==> config.mk <==
export PLATFORM = sky130hd
export DESIGN_NAME = swpr_front
export DESIGN_NICKNAME = d
export VERILOG_FILES = /design/src/hdl/swpr_pkg.sv /design/src/hdl/swpr_front.sv
export SDC_FILE = /design/constraint.sdc
export NUM_CORES = 1
export LEC_CHECK = 0
export ABC_AREA = 1
export BUFFER_PORTS_ARGS = -buffer_cell sky130_fd_sc_hd__buf_2
export CAP_MARGIN = 10
export CORE_MARGIN = 2
export CORE_UTILIZATION = 27
export CTS_BUF_LIST = sky130_fd_sc_hd__clkbuf_8 sky130_fd_sc_hd__clkbuf_16
export CTS_CLUSTER_SIZE = 12
export DETAILED_ROUTE_END_ITERATION = 10
export PLACE_DENSITY = 0.61
export SLEW_MARGIN = 30
export SYNTH_ARGS = -nofsm -noshare
export SYNTH_HDL_FRONTEND = slang
export SYNTH_SLANG_ARGS = --single-unit
==> constraint.sdc <==
create_clock -name i_clk -period 3.3 [get_ports i_clk]
set_clock_uncertainty 0.05 [all_clocks]
set_input_delay 0.66 -clock i_clk [delete_from_list [all_inputs] [get_ports i_clk]]
set_output_delay 0.66 -clock i_clk [all_outputs]
set_load 0.02 [all_outputs]
==> src/hdl/swpr_pkg.sv <==
// Shared types and constants for the sliding-window peak rate core.
// No dependencies; every module of the core imports this package.
package swpr_pkg;

    // Status codes from 500 to 599 count as server errors.
    localparam logic [9:0]  ERR_STATUS_LO = 10'd500;
    localparam logic [9:0]  ERR_STATUS_HI = 10'd599;

    // Reset value of the window length register, in seconds.
    localparam logic [31:0] WINDOW_RESET  = 32'd10;

    // Width of the count fields on the result port.
    localparam int OUT_COUNT_W = 11;

    // Depth of the queue between the front and the back end.
    localparam int QUEUE_DEPTH = 2;
    localparam int QUEUE_AW    = 1;
    localparam int QUEUE_CW    = 2;

    // One classified request as it travels from the front to the back end.
    typedef struct packed {
        logic [31:0] timestamp;
        logic        is_error;
    } t_item;

    // One result as it leaves the back end.
    typedef struct packed {
        logic [OUT_COUNT_W-1:0] window_count;
        logic [OUT_COUNT_W-1:0] peak_count;
        logic [31:0]            peak_first_time;
        logic [31:0]            peak_last_time;
        logic [31:0]            error_total;
        logic                   overflowed;
    } t_result;

endpackage

==> src/hdl/swpr_front.sv <==
// Front end of the sliding-window peak rate core: accepts requests and classifies their status.
// Depends on swpr_pkg for the status bounds and the item type.
module swpr_front
    import swpr_pkg::*;
(
    input  logic        i_clk,
    input  logic        i_rst_n,
    input  logic        i_in_valid,
    output logic        o_in_ready,
    input  logic [31:0] i_timestamp_seconds,
    input  logic [9:0]  i_status_code,
    output logic        o_push,
    output t_item       o_item,
    input  logic        i_q_ready
);

    logic  r_valid;
    t_item r_item;
    logic  in_take;

    // The stage takes a new transaction when it is empty or hands its item on this cycle.
    assign o_in_ready = !r_valid || i_q_ready;
    assign in_take    = i_in_valid && o_in_ready;

    // Valid flag of the input stage.
    always_ff @(posedge i_clk) begin
        if (!i_rst_n) begin
            r_valid <= 1'b0;
        end else if (in_take) begin
            r_valid <= 1'b1;
        end else if (i_q_ready) begin
            r_valid <= 1'b0;
        end
    end

    // Capture the timestamp and flag a 5xx status.
    always_ff @(posedge i_clk) begin
        if (in_take) begin
            r_item.timestamp <= i_timestamp_seconds;
            r_item.is_error  <= (i_status_code >= ERR_STATUS_LO) &&
                                (i_status_code <= ERR_STATUS_HI);
        end
    end

    assign o_push = r_valid;
    assign o_item = r_item;

endmodule

== Word level (Yosys, flattened, before mapping) ==
Index checks and enable logic that the tools add are counted.

* Flip-flop bits (word level): 34
* Bits of input ports: 46
* Word-level logic and storage cells: 12
* Output and inout bits: 35

* Mux-type cells: 2
* Reductions and logical operators: 5
* $lt $le $gt $ge: 2

{| class="wikitable"
|+ Operators by type and width
! kind !! count
|-
| $ge 10x9->1 const B || 1
|-
| $le 10x10->1 const B || 1
|-
| $logic_and 1x1->1 || 2
|-
| $mux 1 || 2
|-
| $reduce_bool 2->1 || 1
|-
| $logic_not 1->1 || 1
|-
| $logic_or 1x1->1 || 1
|}

== Depth between registers and ports, before layout ==
* Word-level depth: 4
* Gate-level depth with buffers: 5
* Depth with buffers taken out: 5

== Worst setup path before layout ==
No wires, ideal clock.

* Kind: input to register
* Start point: input port i_in_valid
* End point: register r_item, in the netlist o_item[0] (enable)
* Data required time: 2.816 ns
* Slack: 0.488 ns
* Arrival: 2.328 ns
* Cell stages on the path: 2
* Library setup time: 0.434 ns
* Cells stage by stage: inv_1 -> a21oi_1

* Cells in the longest elaborated chain, start to end: 1

{| class="wikitable"
|+ RTL lines
! what !! line !! RTL
|-
| start: declaration || swpr_front.sv:8 || <nowiki>input logic i_in_valid,</nowiki>
|-
| $logic_and 1x1->1 || swpr_front.sv:23 || <nowiki>assign in_take = i_in_valid && o_in_ready;</nowiki>
|-
| named net in_take || swpr_front.sv:19 || <nowiki>logic in_take;</nowiki>
|-
| end: declaration || swpr_front.sv:18 || <nowiki>t_item r_item;</nowiki>
|}

The timed path passes the listed nets, and every way through them passes these cells.
A chain may end at the register's enable or synchronous reset.

== Final worst setup path ==
* Start point: input port i_q_ready
* End point: output port o_in_ready

* Cells in the longest elaborated chain, start to end: 1

{| class="wikitable"
|+ RTL lines
! what !! line !! RTL
|-
| start: declaration || swpr_front.sv:14 || <nowiki>input logic i_q_ready</nowiki>
|-
| $logic_or 1x1->1 || swpr_front.sv:22 || <nowiki>assign o_in_ready = !r_valid || i_q_ready;</nowiki>
|-
| end: declaration || swpr_front.sv:9 || <nowiki>output logic o_in_ready,</nowiki>
|}

No other way between the ends.

==> summary.txt <==
GRT
  • Vias in the first global route: 713
  • Largest net degree at the start of global routing: 23
  • First-pass GRT wire length: 3080 um
  • GRT Overall Usage: 0.0989
  • Total gr overflow: 0
  • Initial antenna violation count: 0

Route
  • Routed WL per cell: 11.9 um
  • DR pass1 iterations: 3
  • DR iter-0 viols: 42
  • Vias/cell: 3.99
  • Final wirelength: 2300 um
  • Vias: 771
  • ANT nets after route: 0
  • DRC: 0

Yosys
  • Post-synthesis cell count: 56
  • Yosys cell types: 7
  • Synthesized area: 0.00110 mm2
  • Ys Warns: 0
  • Seq/Total Area, Yosys: 0.920
  • Avg Cell Area, Syn: 19.6 um2
  • Syn nets: 102
  • #FFs+latches synth: 34

Pwr
  • Power per cell area: 536 mW/mm2
  • Clk network pwr share: 0.313
  • Max VDD drop: 0.160 mV
  • Lkg Pwr: 0.747 nW
  • Sw power: 0.201 mW
  • Overall Power: 0.887 mW
  • Sequential share of power: 0.575
  • Switching share of total power: 0.227
  • Combinational share of power: 0.112
  • Int Power: 0.686 mW

Critical path
  • CP arrival: 1.09 ns
  • R2R Setup Slk: 1.68 ns
  • Max incr delay on CP: 0.16 ns
  • CP max-delay cell: buf_2
  • Worst EP required: 2.59 ns
  • Critical-path cell list: buf_2 -> inv_1 -> nand2_1 -> buf_2
  • CP startpoint kind: input port
  • CP delay by family, top: buffers and inverters
  • Worst path most repeated cell: buf_2
  • Critical path class: input port to output port
  • Setup crit end kind: output port
  • WP buf/inv: 3
  • Max FO, Critical Path: 2

Final layout
  • Fill count: 385
  • Footprint of the multi-input gates: 80.1 um2
  • Fin util: 0.417
  • Area growth from synthesis to layout: 50.7%
  • Design area: 0.00166 mm2
  • Non-Filler Instances: 193
  • Final net count: 188
  • Ant diodes: 0
  • Share of layout cells above drive strength 1: 0.608
  • Reg area: 0.00101 mm2

Timing
  • Max Fclk: 556 MHz
  • Max-slew violations: 0
  • Worst-margin pin slew: 0.699 ns
  • Max_slew headroom: 0.533
  • Fin. Hold Viols: 0
  • RSZ-0062 raised after global routing: no
  • Fin crit share: 0.545
  • Final Worst Setup Slack: 1.50 ns
  • Tmin final: 1.80 ns
  • Fin Hold WS: 0.497 ns
  • Count of final setup violators: 0
  • Setup TNS: 0 ns

Clock network
  • CTS tree: built
  • Root buf cell: clkbuf_8
  • Cts bufs inserted: 5
  • Worst-Skew Late Latency: 0.27 ns
  • Cts-stage hold buffer count: 0
  • Gates resized, CTS repair: 0
  • Clock slew at reported path FFs: 0.07 ns
  • H-tree depth: 2
  • Sink Count: 34
  • Clk buf depth: 2
  • # Post-CTS Setup Buffers: 0

Floorplan
  • Die area: 0.00459 mm2
  • Die X: 67.8 um
  • Core Area: 0.00397 mm2
  • Io pins: 81
  • Die Y: 67.8 um
  • Initial Util: 0.277
  • FP Rows: 23

Place
  • Final RePlAce weighted congestion: 0.643
  • Port bufs: 78
  • Post-DP Area: 0.00157 mm2
  • Pre-CTS setup slack: 1.22 ns
  • Dpl cells: 185

Flow run
  • Max_cap viols: 0

Run status
  • Status: finished clean

Hold path
  • Hold Path Class: flop to flop
-- cells in the mapped netlist --
master | n | area [um2]
nor2_1 | 4 | 15.0
dfxtp_1 | 1 | 20.0
a21oi_1 | 1 | 5.00
nand2_1 | 11 | 41.3
edfxtp_1 | 33 | 991
a21boi_1 | 1 | 7.51
inv_1 | 5 | 18.8
-- power by group through the flow --
stage,clock network [mW],registers (mW),logic (mW)
after floorplan,0,0.553,0.0135
after global routing,0.308,0.512,0.109
after detailed placement,0,0.520,0.102
after CTS,0.290,0.511,0.102
after global placement,0,0.518,0.0983
final,0.277,0.510,0.0996
-- state kept, by name (all words and copies together) (netlist names) --
signal  flops
o_item     33
o_push      1
-- worst register-to-register path, stage by stage (launching register included) --
cell and delay [ns]:
dfxtp_1 0.35, a21oi_4 0.59, buf_4 0.33
-- routing by layer --
layer	track usage	vias up	share of wire
met3	0.0700	2	0.17
li1	-	370	-
met4	0.0600	0	0.010
met5	0	-	0
met2	0.162	57	0.47
met1	0.0876	342	0.35
-- cell usage in the layout (no fill, tap or decap) --
cell type   instances
edfxtp_1           33
nor2_1              4
clkinv_2            1
dfxtp_1             1
clkbuf_8            5
buf_4               1
clkinv_1            1
a21oi_4             1
clkinvlp_4          1
buf_2              78
inv_1               5
nand2_1            11
a21boi_1            1
-- worst paths after layout --
kind,startpoint,end,cells past startpoint
worst min register to register,o_push,o_push,2
worst max register to register,o_push,o_item[31],2
worst max-delay path,i_q_ready,o_in_ready,4
worst min-delay path,o_push,o_push,2
-- layout make-up --
class	count	area share
Clock inverter	3	0.00983
Clock buffer	5	0.0416
Inverter	5	0.0113
Tap cell	50	0.0378
Sequential cell	34	0.611
Multi-Input combinational cell	17	0.0484
Timing Repair Buffer	79	0.240
-- cell families (layout without fill, tap and decap cells) --
| kind of cell | after synthesis | after routing | synth area share |
|---|---|---|---|
| flops | 34 | 34 | 0.920 |
| buf+inv | 5 | 92 | 0.0171 |
| simple gates | 15 | 15 | 0.0512 |
| compound gates | 2 | 2 | 0.0114 |
No activity file was read; power rests on OpenSTA's default activity.
