<file path="src/hdl/swpr_pkg.sv">
// Shared types and constants for the sliding-window peak rate core.
// No dependencies; every module of the core imports this package.
package swpr_pkg;

    // Status codes from 500 to 599 count as server errors.
    localparam logic [9:0]  ERR_STATUS_LO = 10'd500;
    localparam logic [9:0]  ERR_STATUS_HI = 10'd599;

    // Reset value of the window length register, in seconds.
    localparam logic [31:0] WINDOW_RESET  = 32'd10;

    // Width of the count fields on the result port.
    localparam int OUT_COUNT_W = 11;

    // Depth of the queue between the front and the back end.
    localparam int QUEUE_DEPTH = 2;
    localparam int QUEUE_AW    = 1;
    localparam int QUEUE_CW    = 2;

    // One classified request as it travels from the front to the back end.
    typedef struct packed {
        logic [31:0] timestamp;
        logic        is_error;
    } t_item;

    // One result as it leaves the back end.
    typedef struct packed {
        logic [OUT_COUNT_W-1:0] window_count;
        logic [OUT_COUNT_W-1:0] peak_count;
        logic [31:0]            peak_first_time;
        logic [31:0]            peak_last_time;
        logic [31:0]            error_total;
        logic                   overflowed;
    } t_result;

endpackage

</file>
<file path="src/hdl/swpr_queue.sv">
// Short first-in first-out queue of classified requests between the front and back ends.
// Depends on swpr_pkg for the item type and the queue size.
module swpr_queue
    import swpr_pkg::*;
(
    input  logic  i_clk,
    input  logic  i_rst_n,
    input  logic  i_push,
    input  t_item i_push_item,
    output logic  o_ready,
    output logic  o_valid,
    output t_item o_item,
    input  logic  i_pop
);

    t_item               r_slot [QUEUE_DEPTH];
    logic [QUEUE_AW-1:0] r_wr_ptr;
    logic [QUEUE_AW-1:0] r_rd_ptr;
    logic [QUEUE_CW-1:0] r_count;
    logic                do_push;
    logic                do_pop;

    assign o_ready = (r_count != QUEUE_CW'(QUEUE_DEPTH));
    assign o_valid = (r_count != '0);
    assign o_item  = r_slot[r_rd_ptr];
    assign do_push = i_push && o_ready;
    assign do_pop  = i_pop && o_valid;

    // Pointers and occupancy.
    always_ff @(posedge i_clk) begin
        if (!i_rst_n) begin
            r_wr_ptr <= '0;
            r_rd_ptr <= '0;
            r_count  <= '0;
        end else begin
            if (do_push) begin
                r_wr_ptr <= r_wr_ptr + 1'b1;
            end
            if (do_pop) begin
                r_rd_ptr <= r_rd_ptr + 1'b1;
            end
            if (do_push && !do_pop) begin
                r_count <= r_count + 1'b1;
            end else if (do_pop && !do_push) begin
                r_count <= r_count - 1'b1;
            end
        end
    end

    // Storage slots.
    always_ff @(posedge i_clk) begin
        if (do_push) begin
            r_slot[r_wr_ptr] <= i_push_item;
        end
    end

endmodule

</file>
<file path="config.mk">
export PLATFORM = sky130hd
export DESIGN_NAME = swpr_queue
export DESIGN_NICKNAME = d
export VERILOG_FILES = /design/src/hdl/swpr_pkg.sv /design/src/hdl/swpr_queue.sv
export SDC_FILE = /design/constraint.sdc
export NUM_CORES = 1
export LEC_CHECK = 0
export BUFFER_PORTS_ARGS = -buffer_cell sky130_fd_sc_hd__buf_2
export CORE_MARGIN = 10
export CORE_UTILIZATION = 46
export DETAILED_ROUTE_END_ITERATION = 8
export HOLD_SLACK_MARGIN = 0.02
export PLACE_DENSITY = 0.74
export SLEW_MARGIN = 20
export SYNTH_ARGS = -nofsm -noshare
export SYNTH_HDL_FRONTEND = slang
export SYNTH_SLANG_ARGS = --single-unit
</file>
<file path="constraint.sdc">
create_clock -name i_clk -period 1.8 [get_ports i_clk]
set_clock_uncertainty 0.05 [all_clocks]
set_input_delay 0.09 -clock i_clk [delete_from_list [all_inputs] [get_ports i_clk]]
set_output_delay 0.09 -clock i_clk [all_outputs]
set_load 0.01 [all_outputs]
</file>
Word level (Yosys, flattened, before mapping)
Memory sizes are Yosys's and may differ from the RTL's. A register that Yosys moved wholly into a read port is not among the register bits.
Cells that the tools add are included.
{"block": "word_totals", "register_bits": 4, "ram_bits": 66, "mem_count": 1}
{"block": "classes", "addsub": 4, "eq_ne": 1, "muxes": 6, "reduce_logical": 8}
{"memory": "r_slot", "depth": 2, "word_bits": 33, "rd": 1, "rd_ports_with_merged_regs": 1, "write_ports": 1, "line_no": "swpr_queue.sv:16", "source": "t_item r_slot [QUEUE_DEPTH];"}
{"op": "$logic_and A1 B1 Y1", "count": 4}
{"op": "$mux W1", "count": 4}
{"op": "$mux W2", "count": 2}
{"op": "$reduce_bool A2 Y1", "count": 2}
{"op": "$add A1 B1 Y1 const B", "count": 2}
{"op": "$add A2 B1 Y2 const B", "count": 1}
{"op": "$logic_not A1 Y1", "count": 2}
{"op": "$ne A2 B2 Y1 const B", "count": 1}
{"op": "$sub A2 B1 Y2 const B", "count": 1}

Longest topological paths before layout
Gate-level depths: netlist of run 1.
{"block": "logic_depth", "depth_word": 6, "depth_mapped": 6, "depth_no_buf": 6}

Least setup slack after synthesis of run 1
OpenSTA, ideal clock, no wires.
{"block": "synth_timing", "kind": "register to register", "startpoint": "register r_count[0]", "endpoint": "memory r_slot[1][0] (netlist bit) (enable)", "setup_time_ns": 0.393, "arrival_ns": 1.431, "slack_ns": -0.074, "path_stages_with_launch": 3, "period_less_slack_ns": 1.874, "cell_sequence": "dfxtp_1 > nand2b_4 > and3_1"}
{"block": "synth_between", "elab_chain_len": 4}
{"item": "start: declaration", "line_no": "swpr_queue.sv:19", "source": "logic [QUEUE_CW-1:0] r_count;"}
{"item": "start signal: assignment", "line_no": "swpr_queue.sv:43", "source": "r_count <= r_count + 1'b1;"}
{"item": "start signal: assignment", "line_no": "swpr_queue.sv:45", "source": "r_count <= r_count - 1'b1;"}
{"item": "$ne A2 B2 Y1", "line_no": "swpr_queue.sv:23", "source": "assign o_ready = (r_count != QUEUE_CW'(QUEUE_DEPTH));"}
{"item": "named net o_ready", "line_no": "swpr_queue.sv:10", "source": "output logic o_ready,"}
{"item": "$logic_and A1 B1 Y1", "line_no": "swpr_queue.sv:26", "source": "assign do_push = i_push && o_ready;"}
{"item": "$mux W1", "line_no": "swpr_queue.sv:52", "source": "if (do_push) begin"}
{"item": "$mux W1 (not written as such)", "line_no": "swpr_queue.sv:53", "source": "r_slot[r_wr_ptr] <= i_push_item;"}
{"item": "end: declaration", "line_no": "swpr_queue.sv:16"}
The timed path passes the listed nets, and every way through them passes these cells.

Worst setup path after layout of run 1
{"block": "layout_timing", "startpoint": "register r_count[0]", "endpoint": "register r_count[1]"}
{"block": "layout_between", "elab_chain_len": 5}
{"item": "$ne A2 B2 Y1 (*)", "line_no": "swpr_queue.sv:23"}
{"item": "$logic_and A1 B1 Y1 (*)", "line_no": "swpr_queue.sv:26"}
{"item": "named net do_push", "line_no": "swpr_queue.sv:20", "source": "logic do_push;"}
{"item": "$logic_not A1 Y1", "line_no": "swpr_queue.sv:44", "source": "end else if (do_pop && !do_push) begin"}
{"item": "$logic_and A1 B1 Y1", "line_no": "swpr_queue.sv:44"}
{"item": "$reduce_bool A2 Y1 (no line)"}
The timed path passes the listed nets; every way through them passes the cells marked *. The select of a mux whose other input is x is not followed.
A chain may end at the register's enable or synchronous reset.

==> flow_metrics.tcl, run 1 <==
set metrics [dict create \
    seq_power_share_pct 42.5 \
    finalCritPeriodShare_pct 91.1 \
    antenna_found_initial 0 \
    worst-slew-pin-transition_ns 0.291 \
    ys_seq_elements 71 \
    layout.cells.non_filler 322 \
    yosysTopAreaCell "edfxtp_1" \
    pre_cts_slack_ns 0.183 \
    grt_pass1_wl_um 8280 \
    power.density_nw_per_um2 1350 \
    netlist_instances 127 \
    min_path_type "in2reg" \
    synth_edf_count 66 \
    cts_sinks 71 \
    grt_usage_pct 12.3 \
    grt_overflow_total 0 \
    finalMaxSlewViolations 0 \
    grt_pass1_vias 1637 \
    syn-num-nets 165 \
    vias_per_cell 4.67 \
    combPwrFrac_pct 25.1 \
    cts_tree "built" \
    grt_max_degree 23 \
    area_growth_pct 41.9 \
    post_drt_wl_per_cell_um 16.6 \
    hold_violations 0 \
    finalWeightedCongestion 0.674 \
    layout_setup_ws_ns 0.161 \
    num_antenna_cells 0 \
    crit_type "reg2reg" \
    synth_common_cells "66 x edfxtp_1, 33 x mux2_2, 5 x dfxtp_1" \
    cts_max_level 3 \
    pwr-share-clk_pct 32.4 \
    yosysSeqAreaShare_pct 79.6 \
    netSwitchingPower_mw 1.25 \
    drc 0 \
    totalWireLength_um 5350 \
    setup_viol 0 \
    yosysMostFrequentCell "edfxtp_1" \
    coreArea_um2 5510 \
    ios 72 \
    clk_pin_slew_worst_paths_ns 0.07 \
    dp_hpwl_um 3460 \
    status "completed" \
    worstPathRequired_ns 2.02 \
    critPathMaxStageDelay_ns 0.36 \
    synth_top_area_share_pct 75.8 \
    slowest_stage "dfxtp_1" \
    power_switching_share_pct 24.9 \
    dieHeight_um 95.4 \
    critPathCaptureType "register" \
    via_count 1504 \
    cp_cell_sequence "nand2b_4 -> and2_1 -> ha_1 -> or3_1 -> a21boi_1" \
    ys_types 19 \
    drt_iter0_markers 56 \
    fin_area_um2 3710 \
    syn_avg_cell_area_um2 20.6 \
    dieArea_um2 9100 \
    fin_setup_tns_ns 0 \
    start_util_pct 47.5 \
    dp.cells 272 \
    p_leak_nw 1.43 \
    ir_drop_v 0.000839 \
    critPathMaxFanout 5 \
    fin_crit_ns 1.64 \
    cts_setup_buffers 0 \
    dpl-instance-area_um2 3110 \
    relSlewSlack_pct 80.6 \
    cts.path.max_buffers 2 \
    grt_setup_unrepaired "no" \
    syn-cell-area_um2 2620 \
    layout.nets 283 \
    synth.area.top_cells "edfxtp_1 76%, mux2_2 14%, dfxtp_1 3.8%" \
    async_flop_share_pct 0 \
    root_buffer "clkbuf_8" \
    portBuffers 71 \
    post_cts_resized 0 \
    yosys_warnings 0 \
    clk_latency_ns 0.33 \
    detail-route-antenna-nets 0 \
    drive_gt1_share_pct 51.2 \
    start_kind "register" \
    fmax_mhz 610 \
    drt_first_pass_iters 2 \
    cts_made_buffers 9 \
    rows 27 \
    power.internal_mw 3.78 \
    synthFlopType "edfxtp_1" \
    die_w_um 95.4 \
    whs_ns 0.0416 \
    maxCapViolCount 0 \
    crit_arrival_ns 1.86 \
]
[layer usage]
layer	global-route usage (%)	vias up	share of wire, %
met5	0	-	0
met3	4.48	8	6.2
li1	-	726	-
met1	12.7	731	38
met4	7.00	0	2.0
met2	21.3	39	53
[cell type report]
class | count | area, um^2
Multi-Input combinational cell | 51 | 512
Fill cell | 381 | 1790
Clock inverter | 5 | 129
Timing Repair Buffer | 111 | 766
Inverter | 1 | 3.75
Tap cell | 72 | 90.1
Sequential cell | 71 | 2080
Clock buffer | 11 | 131
[final timing paths]
| path | startpoint | endpoint | slack (ns) | depth (start not counted) |
|---|---|---|---|---|
| hold reg to reg | r_count[1] | r_count[1] | 0.51 | 2 |
| setup / recovery | r_count[0] | r_count[1] | 0.16 | 5 |
| setup reg to reg | r_count[0] | r_count[1] | 0.16 | 5 |
| hold / removal | i_push | r_wr_ptr | 0.04 | 3 |
[cells in the final DEF (no fill, tap or decap), types with 2 or more instances in the layout]
master / netlist / final
buf_2: 4 / 71
clkbuf_1: 0 / 2
clkbuf_8: 0 / 9
buf_4: 0 / 4
mux2_2: 33 / 33
buf_12: 0 / 2
dlygate4sd3_1: 0 / 34
xnor2_1: 2 / 2
and2_1: 4 / 4
dfxtp_1: 5 / 5
bufinv_16: 0 / 4
edfxtp_1: 66 / 66
[cells by family (layout without fill, tap and decap cells)]
kind of cell	count (synthesis)	after routing	synth area share, %
flops	71	71	79.6
buf+inv	5	128	0.909
mux	33	33	14.2
simple gates	9	9	2.49
compound gates	5	5	1.34
fa+ha+maj	1	1	0.478
xor+xnor	3	3	1.00
[flip-flops by register name, summed over array words and instances (netlist names), named ones only]
name and count:
r_slot 66, r_count 2, r_wr_ptr 1, r_rd_ptr 1
[critical path, delay by kind of cell, from the launching register on]
family	cells	cell delay, ns
adders and majority gates	1	0.33
DFF	1	0.36
and+or+nand+nor	3	0.70
AOI/OAI and AO/OA	1	0.14
[power groups by stage]
stage | clock network, mW | logic, mW | registers, mW
2_1_floorplan | 0 | 0.758 | 2.16
3_3_place_gp | 0 | 1.22 | 2.16
3_5_place_dp | 0 | 1.23 | 2.17
4_1_cts | 1.66 | 1.29 | 2.14
5_1_grt | 1.74 | 1.38 | 2.16
6_report | 1.63 | 1.26 | 2.14
[per-stage QoR]
stage / util (%) / power [mW]
after floorplan: - / 2.91
after global placement: 56.5 / 3.38
after detailed placement: 56.5 / 3.40
after CTS: 67.4 / 5.09
after global routing: 67.4 / 5.28
final: 67.4 / 5.03
[repair_timing]
action                     4_1_cts  5_1_grt
setup endpoints to repair        0        0
hold buffers                    34        0
hold endpoints to repair        71        0
Note: power is estimated with default switching activity, not from simulation.
==> run 2: changes to the inputs <==
--- a/config.mk
+++ b/config.mk
@@ -5,10 +5,11 @@
 export SDC_FILE = /design/constraint.sdc
 export NUM_CORES = 1
 export LEC_CHECK = 0
-export BUFFER_PORTS_ARGS = -buffer_cell sky130_fd_sc_hd__buf_2
+export BUFFER_PORTS_ARGS = -buffer_cell sky130_fd_sc_hd__clkbuf_2
 export CORE_MARGIN = 10
 export CORE_UTILIZATION = 46
 export DETAILED_ROUTE_END_ITERATION = 8
+export GPL_TIMING_DRIVEN = 0
 export HOLD_SLACK_MARGIN = 0.02
 export PLACE_DENSITY = 0.74
 export SLEW_MARGIN = 20
==> flow_metrics.tcl, run 2 (synthesis gave the netlist of run 1 again) <==
set metrics [dict create \
    dieArea_um2 9100 \
    crit_type "reg2out" \
    ir_drop_v 0.000747 \
    critPathMaxFanout 10 \
    vias_per_cell 4.71 \
    worst-slew-pin-transition_ns 0.586 \
    dieHeight_um 95.4 \
    fin_crit_ns 1.68 \
    grt_pass1_wl_um 8470 \
    clk_pin_slew_worst_paths_ns 0.07 \
    post-route-util_pct 65.0 \
    grt_overflow_total 0 \
    detail-route-antenna-nets 0 \
    min_path_type "in2reg" \
    dp.cells 270 \
    largest_reg_flops 66 \
    cts_sinks 71 \
    start_kind "register" \
    grt_pass1_vias 1737 \
    cts_made_buffers 9 \
    area_growth_pct 36.8 \
    portBuffers 71 \
    setup_viol 0 \
    coreArea_um2 5510 \
    rr_endpoint "r_slot[0][9]" \
    drive_gt1_share_pct 51.6 \
    drt_iter0_markers 43 \
    ios 72 \
    seqCellArea_um2 2080 \
    finalMaxSlewViolations 0 \
    fin_area_um2 3580 \
    totalWireLength_um 5340 \
    p_leak_nw 1.38 \
    post_drt_wl_per_cell_um 16.7 \
    whs_ns 0.0606 \
    reg2regPathDepth 3 \
    status "completed" \
    antenna_found_initial 0 \
    cts.path.max_buffers 2 \
    r2r_start "r_count[0]" \
    critPathCaptureType "primary output" \
    rows 27 \
    grt_max_degree 34 \
    drt_first_pass_iters 4 \
    drc 0 \
    power.density_nw_per_um2 1240 \
    finalCritPeriodShare_pct 93.4 \
    hold_violations 0 \
    fmax_mhz 595 \
    relSlewSlack_pct 60.9 \
    grt_usage_pct 12.3 \
    top_regs "r_slot (66), r_count (2)" \
    dp_hpwl_um 3490 \
    maxCapViolCount 0 \
    layout_common_cells "71 x clkbuf_2, 66 x edfxtp_1, 34 x dlygate4sd3_1, 33 x mux2_2, 9 x clkbuf_8" \
    die_w_um 95.4 \
    multiInputGateArea_um2 515 \
    r2r_setup_slack_ns 0.14 \
    finalWeightedCongestion 0.661 \
    root_buffer "clkbuf_8" \
    fill_cells 406 \
    worstPathRequired_ns 1.66 \
    fin_setup_tns_ns 0 \
    dpl-instance-area_um2 3060 \
    via_count 1508 \
    layout_commonest_cell "clkbuf_2" \
    layout.cells.non_filler 320 \
    crit_arrival_ns 1.54 \
    clk_latency_ns 0.32 \
    num_antenna_cells 0 \
    endpoint "o_item[18]" \
    layout.nets 281 \
    grt_setup_unrepaired "no" \
    top_register "r_slot" \
    cts_tree "built" \
    start_util_pct 47.5 \
    cts_max_level 3 \
]
[run 2: worst min path at each step]
stage,from,end,slack (ns),cells after the start
floorplan,i_push_item[0],r_slot[0][0],0.14,0
global placement,i_push_item[15],r_slot[0][15],0.23,1
detailed placement,i_push_item[22],r_slot[0][22],0.23,1
CTS,i_push,r_wr_ptr,0.05,3
global route,i_push,r_wr_ptr,0.08,3
finish,i_push,r_wr_ptr,0.06,3
[run 2: area by class of cell]
| type | count | share of cell area, % |
|---|---|---|
| buffer | 4 | 0.769 |
| clock buffer | 9 | 3.46 |
| clock inverter | 7 | 1.12 |
| inverter | 1 | 0.140 |
| multi-input combinational | 51 | 14.4 |
| sequential | 71 | 58.2 |
| tap | 72 | 2.52 |
| timing repair buffer | 105 | 19.4 |
[run 2: per-stage QoR]
stage | total power [mW] | setup WS [ns]
finish | 4.44 | 0.119
global route | 4.69 | 0.0202
CTS | 4.48 | 0.0333
detailed placement | 3.38 | 0.00749
global placement | 3.34 | -0.351
floorplan | 2.91 | 0.0491
[run 2: worst max-delay path: stages (launching register included)]
cell,delay (ns)
dfxtp_1,0.30
buf_2,0.16
clkbuf_4,0.25
mux2_2,0.36
clkbuf_2,0.14
[run 2: per-layer routing]
layer / vias up / global-route usage (%) / wire (um)
met5: - / 0 / 0
met4: 0 / 7.49 / 99
met3: 6 / 3.14 / 288
met2: 40 / 21.8 / 2900
met1: 734 / 12.9 / 2050
li1: 728 / - / -
[run 2: repair_timing]
item                                   4_1_cts  5_1_grt
setup buffers                                0        0
endpoints found under the hold margin       71        0
gates resized for setup                      1        4
cloned                                       0        0
hold buffers                                34        0
setup endpoints to repair                   33       47
[run 2: where the power goes]
part	switching, mW	internal, mW	total (mW)
sequential	0.0749	2.07	2.14
combinational	0.633	0.616	1.25
clock	0.560	0.487	1.05
==> run 3: changes to the inputs <==
--- a/config.mk
+++ b/config.mk
@@ -11,7 +11,7 @@
 export DETAILED_ROUTE_END_ITERATION = 8
 export GPL_TIMING_DRIVEN = 0
 export HOLD_SLACK_MARGIN = 0.02
-export PLACE_DENSITY = 0.74
+export PLACE_DENSITY = 0.75
 export SLEW_MARGIN = 20
 export SYNTH_ARGS = -nofsm -noshare
 export SYNTH_HDL_FRONTEND = slang
==> flow_metrics.tcl, run 3 (synthesis gave the netlist of run 1 again) <==
set metrics [dict create \
    power_mw 4.38 \
    worstPathRequired_ns 1.66 \
    maxCapViolCount 0 \
    post_drt_wl_per_cell_um 16.3 \
    grt_overflow_total 0 \
    vias_per_cell 4.77 \
    top_regs "r_slot (66), r_count (2)" \
    status "completed" \
    finalMaxSlewViolations 0 \
    clk_latency_ns 0.32 \
    grt_max_degree 34 \
    fin_crit_ns 1.73 \
    ios 72 \
    start_kind "register" \
    min_path_type "in2reg" \
    ir_drop_v 0.000828 \
    largest_reg_flops 66 \
    pre_cts_slack_ns 0.0343 \
    totalWireLength_um 5210 \
    grt_usage_pct 11.8 \
    cts.path.max_buffers 2 \
    power.density_nw_per_um2 1230 \
    grt_setup_unrepaired "no" \
    dp_hpwl_um 3450 \
    cts_sinks 71 \
    seqCellArea_um2 2080 \
    detail-route-antenna-nets 0 \
    num_antenna_cells 0 \
    dieHeight_um 95.4 \
    layout_common_cells "71 x clkbuf_2, 66 x edfxtp_1, 34 x dlygate4sd3_1, 33 x mux2_2, 9 x clkbuf_8" \
    crit_arrival_ns 1.59 \
    whs_ns 0.0560 \
    via_count 1525 \
    drt_iter0_markers 53 \
    top_register "r_slot" \
    antenna_found_initial 0 \
    rows 27 \
    relSlewSlack_pct 61.6 \
    layout_setup_ws_ns 0.0718 \
    p_leak_nw 1.38 \
    root_buffer "clkbuf_8" \
    drt_first_pass_iters 4 \
    hold_violations 0 \
    crit_type "reg2out" \
    multiInputGateArea_um2 515 \
    grt_pass1_wl_um 8150 \
    finalCritPeriodShare_pct 96.0 \
    grt_pass1_vias 1658 \
    dieArea_um2 9100 \
    area_growth_pct 36.2 \
    start_util_pct 47.5 \
    finalWeightedCongestion 0.684 \
    layout.nets 281 \
    fill_cells 399 \
    post-route-util_pct 64.7 \
    drc 0 \
    cts_max_level 3 \
    worst-slew-pin-transition_ns 0.575 \
    die_w_um 95.4 \
    drive_gt1_share_pct 50.8 \
    portBuffers 71 \
    critPathCaptureType "primary output" \
    setup_viol 0 \
    fmax_mhz 579 \
    clk_pin_slew_worst_paths_ns 0.07 \
    cts_made_buffers 9 \
    coreArea_um2 5510 \
    cts_tree "built" \
    critPathMaxFanout 10 \
    cts_setup_buffers 0 \
    layout_commonest_cell "clkbuf_2" \
]
-- run 3: final cells by class --
class | instances | share of cell area (%)
inverters | 1 | 0.140
plain buffers | 4 | 0.562
flip-flops and latches | 71 | 58.4
repair buffers | 105 | 19.5
well taps | 72 | 2.53
clock inverters | 6 | 0.772
multi-input cells | 51 | 14.5
clock buffers | 10 | 3.58
-- run 3: through the flow --
stage | instances | setup TNS (ns) | cell area, um^2
2_1_floorplan | 127 | 0 | 2620
5_1_grt | 320 | 0 | 3560
6_report | 320 | 0 | 3560
3_3_place_gp | 270 | -12.39 | 3060
4_1_cts | 320 | 0 | 3560
3_5_place_dp | 270 | 0 | 3060
-- run 3: what timing repair did --
action	in CTS	in global routing
hold buffers	34	0
resized for setup	0	2
hold endpoints to repair	71	0
endpoints found under the setup margin	0	66
-- run 3: power by group --
part           total, mW  leakage (nW)  switching, mW  internal, mW
Combinational       1.23         0.638          0.623         0.605
Sequential          2.14         0.658         0.0721          2.07
Clock               1.01        0.0847          0.528         0.481
-- run 3: path summary, 6_finish.rpt --
| kind | to | start | slack [ns] | cells after the start |
|---|---|---|---|---|
| setup / recovery | o_item[16] | register | 0.07 | 4 |
| hold / removal | r_wr_ptr | i_push | 0.06 | 3 |
| setup reg to reg | r_count[1] | r_count[0] | 0.16 | 5 |
| hold reg to reg | r_count[1] | r_count[1] | 0.51 | 2 |
-- run 3: critical path: stages (launching register included) --
cell      delay, ns
dfxtp_1        0.30
buf_2          0.16
buf_2          0.29
mux2_2         0.38
clkbuf_2       0.14
-- run 3: routing by layer --
| layer | GRT usage [%] | wire (um) | vias up |
|---|---|---|---|
| met5 | 0 | 0 | - |
| met4 | 7.13 | 100 | 0 |
| met3 | 2.59 | 225 | 10 |
| met2 | 20.1 | 2770 | 41 |
| met1 | 13.1 | 2110 | 749 |
| li1 | - | - | 725 |
